**config.mk**
```make
export PLATFORM = sky130hd
export DESIGN_NAME = shtlp_hash
export DESIGN_NICKNAME = d
export VERILOG_FILES = /design/src/sv/shtlp_pkg.sv /design/src/sv/shtlp_hash.sv
export SDC_FILE = /design/constraint.sdc
export NUM_CORES = 1
export LEC_CHECK = 0
export CAP_MARGIN = 10
export CORE_UTILIZATION = 40
export DETAILED_ROUTE_END_ITERATION = 10
export DONT_BUFFER_PORTS = 1
export PLACE_DENSITY_LB_ADDON = 0.1
export SLEW_MARGIN = 20
export SYNTH_ARGS = -nofsm -noshare
export SYNTH_HDL_FRONTEND = slang
export SYNTH_SLANG_ARGS = --single-unit
```
**constraint.sdc**
```tcl
create_clock -name vclk -period 11.6
set_input_delay 2.32 -clock vclk [all_inputs]
set_output_delay 2.32 -clock vclk [all_outputs]
set_load 0.05 [all_outputs]
```
**src/sv/shtlp_pkg.sv**
```systemverilog
// Shared types and constants for the linear-probe symbol hash table.
// No dependencies; imported by every other file of the block.
package shtlp_pkg;

    localparam int TABLE_SIZE    = 256;
    localparam int SLOT_W        = $clog2(TABLE_SIZE);
    localparam int MAX_KEY_BYTES = 8;
    localparam int KEY_W         = 64;
    localparam int KEY_BYTES     = KEY_W / 8;
    localparam int LEN_W         = 4;

    // Operation code carried by a request transaction
    typedef enum logic
    {
        FUNC_INSERT = 1'b0,
        FUNC_SEARCH = 1'b1
    } func_t;

    // Result status carried by a response transaction
    typedef enum logic [1:0]
    {
        ST_INSERTED = 2'd0,
        ST_FOUND    = 2'd1,
        ST_MISSING  = 2'd2,
        ST_FULL     = 2'd3
    } status_t;

    // Access to the slot store for one cycle
    typedef struct packed
    {
        logic              rd_en;
        logic [SLOT_W-1:0] rd_addr;
        logic              wr_en;
        logic [SLOT_W-1:0] wr_addr;
        logic [KEY_W-1:0]  wr_key;
        logic [LEN_W-1:0]  wr_len;
    } mem_req_t;

    // Registered read data of the slot store; len of zero means empty
    typedef struct packed
    {
        logic [KEY_W-1:0] key;
        logic [LEN_W-1:0] len;
    } mem_rsp_t;

endpackage

```
**src/sv/shtlp_hash.sv**
```systemverilog
// Key conditioning: clamps the length, masks unused bytes, forms the home slot.
// Depends on shtlp_pkg.
module shtlp_hash import shtlp_pkg::*;
(
    input  logic [KEY_W-1:0]  key_bytes,
    input  logic [LEN_W-1:0]  key_len,
    output logic [KEY_W-1:0]  key,
    output logic [LEN_W-1:0]  len,
    output logic [SLOT_W-1:0] home
);

    // Clamp the length into 1..MAX_KEY_BYTES
    always_comb
    begin
        if (key_len == '0)
            len = LEN_W'(1);
        else if (key_len > LEN_W'(MAX_KEY_BYTES))
            len = LEN_W'(MAX_KEY_BYTES);
        else
            len = key_len;
    end

    // Drop bytes beyond the key length
    always_comb
    begin
        for (int i = 0; i < KEY_BYTES; i++)
        begin
            if (LEN_W'(i) < len)
                key[i*8 +: 8] = key_bytes[i*8 +: 8];
            else
                key[i*8 +: 8] = 8'h00;
        end
    end

    // Weighted byte sum, byte i weighted by i+1, kept mod table size
    always_comb
    begin
        logic [SLOT_W-1:0] acc;
        logic [15:0]       prod;
        acc = '0;
        for (int i = 0; i < KEY_BYTES; i++)
        begin
            prod = 16'(key[i*8 +: 8]) * 16'(i + 1);
            acc  = acc + prod[SLOT_W-1:0];
        end
        home = acc;
    end

endmodule

```
After elaboration in Yosys (flattened, before gate mapping):

Index checks and enable logic that the tools add are counted.

* memories kept: 0
* input bits: 68
* ROM bits: 0
* output and inout bits: 76
* register bits after elaboration: 0
* logic and storage cells: 31
* RAM bits: 0
* bits in latches: 0

* $mul: 4
* order comparisons: 9
* reductions and logical operators: 1
* mux-type cells: 10
* bitwise gates (word level): 0
* shift operators: 0
* add/subtract/negate cells: 7
* eq/ne operators: 0
* div/mod/pow operators: 0

Operator list (count)
* 2-to-1 mux 8 bit: 8
* adder 8 bit: 7
* less-than comparator 3 x 4 -> 1 bit, first input constant: 4
* multiplier 8 x 3 -> 8 bit, second input constant: 2
* less-than comparator 1 x 4 -> 1 bit, first input constant: 2
* less-than comparator 2 x 4 -> 1 bit, first input constant: 2
* multiplier 8 x 2 -> 7 bit, second input constant: 1
* multiplier 8 x 2 -> 8 bit, second input constant: 1
* 2-to-1 mux 4 bit: 2
* greater-than comparator 4 bit, second input constant: 1
* logical NOT 4 bit: 1

Logic depth before layout (Yosys ltp):

* depth in word-level cells: 12
* mapped depth: 23
* mapped depth without buffers: 22

Worst setup path before layout:

OpenSTA, ideal clock, no wires.

* kind: input -> output
* from: in key_len[2]
* to: out home[7]
* setup slack: 0.572 ns
* data arrival time: 8.708 ns
* data required time: 9.280 ns
* path buffers: 1
* stages on the path: 22
* cells stage by stage: buf_2 > a21oi_1 > nor2b_1 > ha_1 > inv_1 > fa_1 > inv_1 > fa_1 > inv_1 > fa_1 > inv_1 > fa_1 > inv_1 > fa_1 > inv_1 > ha_1 > fa_1 > a21o_1 > a21oi_2 > xnor3_1 > xnor3_1 > xnor3_1

* elaborated cells between the ends (all ways): 31
* classes of those cells: 7 x add/sub; 4 x mul; 9 x order compare; 10 x mux; 1 x reduce/logical

RTL lines
* start: declaration: RTL line shtlp_hash.sv:6 `input logic [LEN_W-1:0] key_len,`
* greater-than comparator 4 bit: RTL line shtlp_hash.sv:17 `else if (key_len > LEN_W'(MAX_KEY_BYTES))`
* 2-to-1 mux 4 bit: RTL line shtlp_hash.sv:17
* 2-to-1 mux 4 bit *: RTL line shtlp_hash.sv:15 `if (key_len == '0)`
* less-than comparator 3 x 4 -> 1 bit *: RTL line shtlp_hash.sv:28 `if (LEN_W'(i) < len)`
* 2-to-1 mux 8 bit *: RTL line shtlp_hash.sv:28
* named net key[40]: RTL line shtlp_hash.sv:7 `output logic [KEY_W-1:0] key,`
* multiplier 8 x 2 -> 7 bit *: RTL line shtlp_hash.sv:43 `prod = 16'(key[i*8 +: 8]) * 16'(i + 1);`
* adder 8 bit * (3 in a row): RTL line shtlp_hash.sv:44 `acc = acc + prod[SLOT_W-1:0];`
* end: declaration: RTL line shtlp_hash.sv:9 `output logic [SLOT_W-1:0] home`

Mark *: on every way through the listed nets, which the timed path passes. The rest lies on a longest branch.

Worst setup path after layout:

* from: in key_len[1]
* to: out home[7]

The elaborated chain is that of the path after synthesis.

==> impl_metrics.toml <==
[placement]
gp_congestion = 0.8399
dpl_cell_area_um2 = 2713
io_buffers = 0
dp_slack_ns = 0.6457
dpl.hpwl_um = 5075

[setup_path]
cp_top_family = "adder cells"
worst-setup-path-type = "input pin to primary output"
worstSetupStartpoint = "key_len[1]"
cp_data_arrival_time_ns = 8.58
crit_path_start_kind = "input pin"
critical_path.cell_chain = "a21oi_1, nor2b_1, ha_1, inv_1, fa_1, inv_1, fa_1, inv_1, fa_1, inv_1, fa_1, inv_1, fa_1, inv_1, ha_1, fa_1, a21o_1, a21oi_2, xnor3_1, xnor3_1, xnor3_1, buf_4"
crit_fanout = 10
slowest_delay_ns = 0.85
critPathBufInv = 7
critPathRequiredTime_ns = 9.28
cp_slowest_cell = "nor2b_1"
endpoint_kind = "primary output"

[routing]
remaining_drc_errors = 0
num_vias = 1790
wl_per_cell_um = 14.49
drt-initial-drc-count = 23
routed_wl_um = 5377
ant_nets = 0
firstDrtPassIters = 4
viasPerCell = 4.825

[logic_synthesis]
syn-cell-area_um2 = 2507
synth_top_area_share_pct = 37.52
syn_avg_cell_area_um2 = 8.737
synth-warning-count = 0
yosys.area.top_type = "fa_1"
synth.distinct_cells = 25
syn_nets = 431
synth_seq_area_share_pct = 0
ys_top_cells_by_area = "fa_1 38%, ha_1 14%, inv_1 11%"
synthCells = 287

[timing]
finalSetupViolations = 0
setup_ws_ns = 0.6952
hold_viol_final = 0
min_period_ns = 10.90
timing.final.crit_share_pct = 94.01
max_freq_ghz = 0.09170
rsz0062_at_grt = "no"
final-max-slew-violation-count = 0
worst-slew-pin-transition_ns = 1.121
fin_tns_setup_ns = 0
slew_headroom_pct = 25.14

[flow_run]
cap_violations = 0

[global_route]
grt_start_max_net_pins = 24
grt_pass1_wl_um = 8424
track_usage_pct = 16.74
grt_pass1_vias = 1879
antenna_found_initial = 0
grt_overflow = 0

[floorplanning]
die_area_um2 = 6589
pin_count = 144
core_um2 = 5991
initial_core_util_pct = 41.85
rows = 28
die_w_um = 81.18
dieHeight_um = 81.18

[finish]
drive_gt1_share_pct = 8.446
layout_commonest_cell = "inv_1"
layout.nets = 442
clock_buffers = 0
diodes = 0
design.seq.count = 0
mostFrequentLayoutCells = "72 x inv_1, 47 x fa_1, 33 x nor2b_1, 29 x ha_1, 23 x xnor2_1"
final_core_util_pct = 45.28
fin_area_um2 = 2713
syn_to_final_growth_pct = 8.184
regArea_um2 = 0

[clock_tree]
ctsResizeCount = 0
ctsHoldBuffers = 0
postCtsSetupBuffers = 0

[worst_hold_path]
worstHoldPathType = "input pin to primary output"
hold_start = "key_bytes[0]"
min_path_cells = 0
min_to = "key[0]"

[run_status]
status = "completed"
-- per-layer routing --
metal  track usage (%)  share of wire, %  vias to the layer above
met4                 0                 0                        0
met5                 0                 0                        -
met2             32.18                52                       76
met1             21.63                42                      855
li1                  -                 -                      859
met3             1.011               6.1                        0
-- synth_stat cells --
| library cell | n |
|---|---|
| inv_1 | 72 |
| fa_1 | 47 |
| nor2b_1 | 33 |
| ha_1 | 29 |
| xnor2_1 | 23 |
| and2_1 | 15 |
| nor2_1 | 12 |
| clkbuf_1 | 11 |
| a21o_1 | 7 |
| nand2_1 | 7 |
| a21oi_1 | 6 |
| xor2_1 | 5 |
| o21ai_0 | 4 |
| nand2b_1 | 3 |
| xnor3_1 | 3 |
| a211oi_4 | 1 |
| a21oi_2 | 1 |
| a31o_2 | 1 |
| a31oi_1 | 1 |
| buf_2 | 1 |
| buf_4 | 1 |
| mux2i_1 | 1 |
| nor3_1 | 1 |
| o21a_1 | 1 |
| o21bai_1 | 1 |
-- final cells by class --
type	count	area [µm²]
fill	611	3278
multi-input combinational	202	2183
timing repair buffer	22	165.2
inverter	72	270.3
tap	75	93.84
-- logic make-up (layout without fill, tap and decap cells) --
family / Yosys count / count (layout) / synth area share [%]
buf+inv: 85 / 94 / 12.92
fa+ha+maj: 76 / 76 / 52.00
simple gates: 71 / 71 / 15.77
xor+xnor: 31 / 31 / 12.47
compound gates: 23 / 23 / 6.438
mux: 1 / 1 / 0.3992
-- worst max path at each step --
stage	endpoint	slack, ns	cells past startpoint
3_3_place_gp	home[7]	0.71	22
4_1_cts	home[7]	0.63	22
5_1_grt	home[7]	0.41	22
6_report	home[7]	0.70	22
3_5_place_dp	home[7]	0.65	22
2_1_floorplan	home[7]	0.57	22
-- through the flow --
stage,std cells,hold WS [ns]
floorplan,287,4.909
global placement,371,4.640
detailed placement,371,4.640
CTS,371,4.640
global route,371,4.640
finish,371,4.640
Power is left out: the tool's default activity adds up to more than one toggle a clock period on the data nets, which glitch-free logic cannot reach.
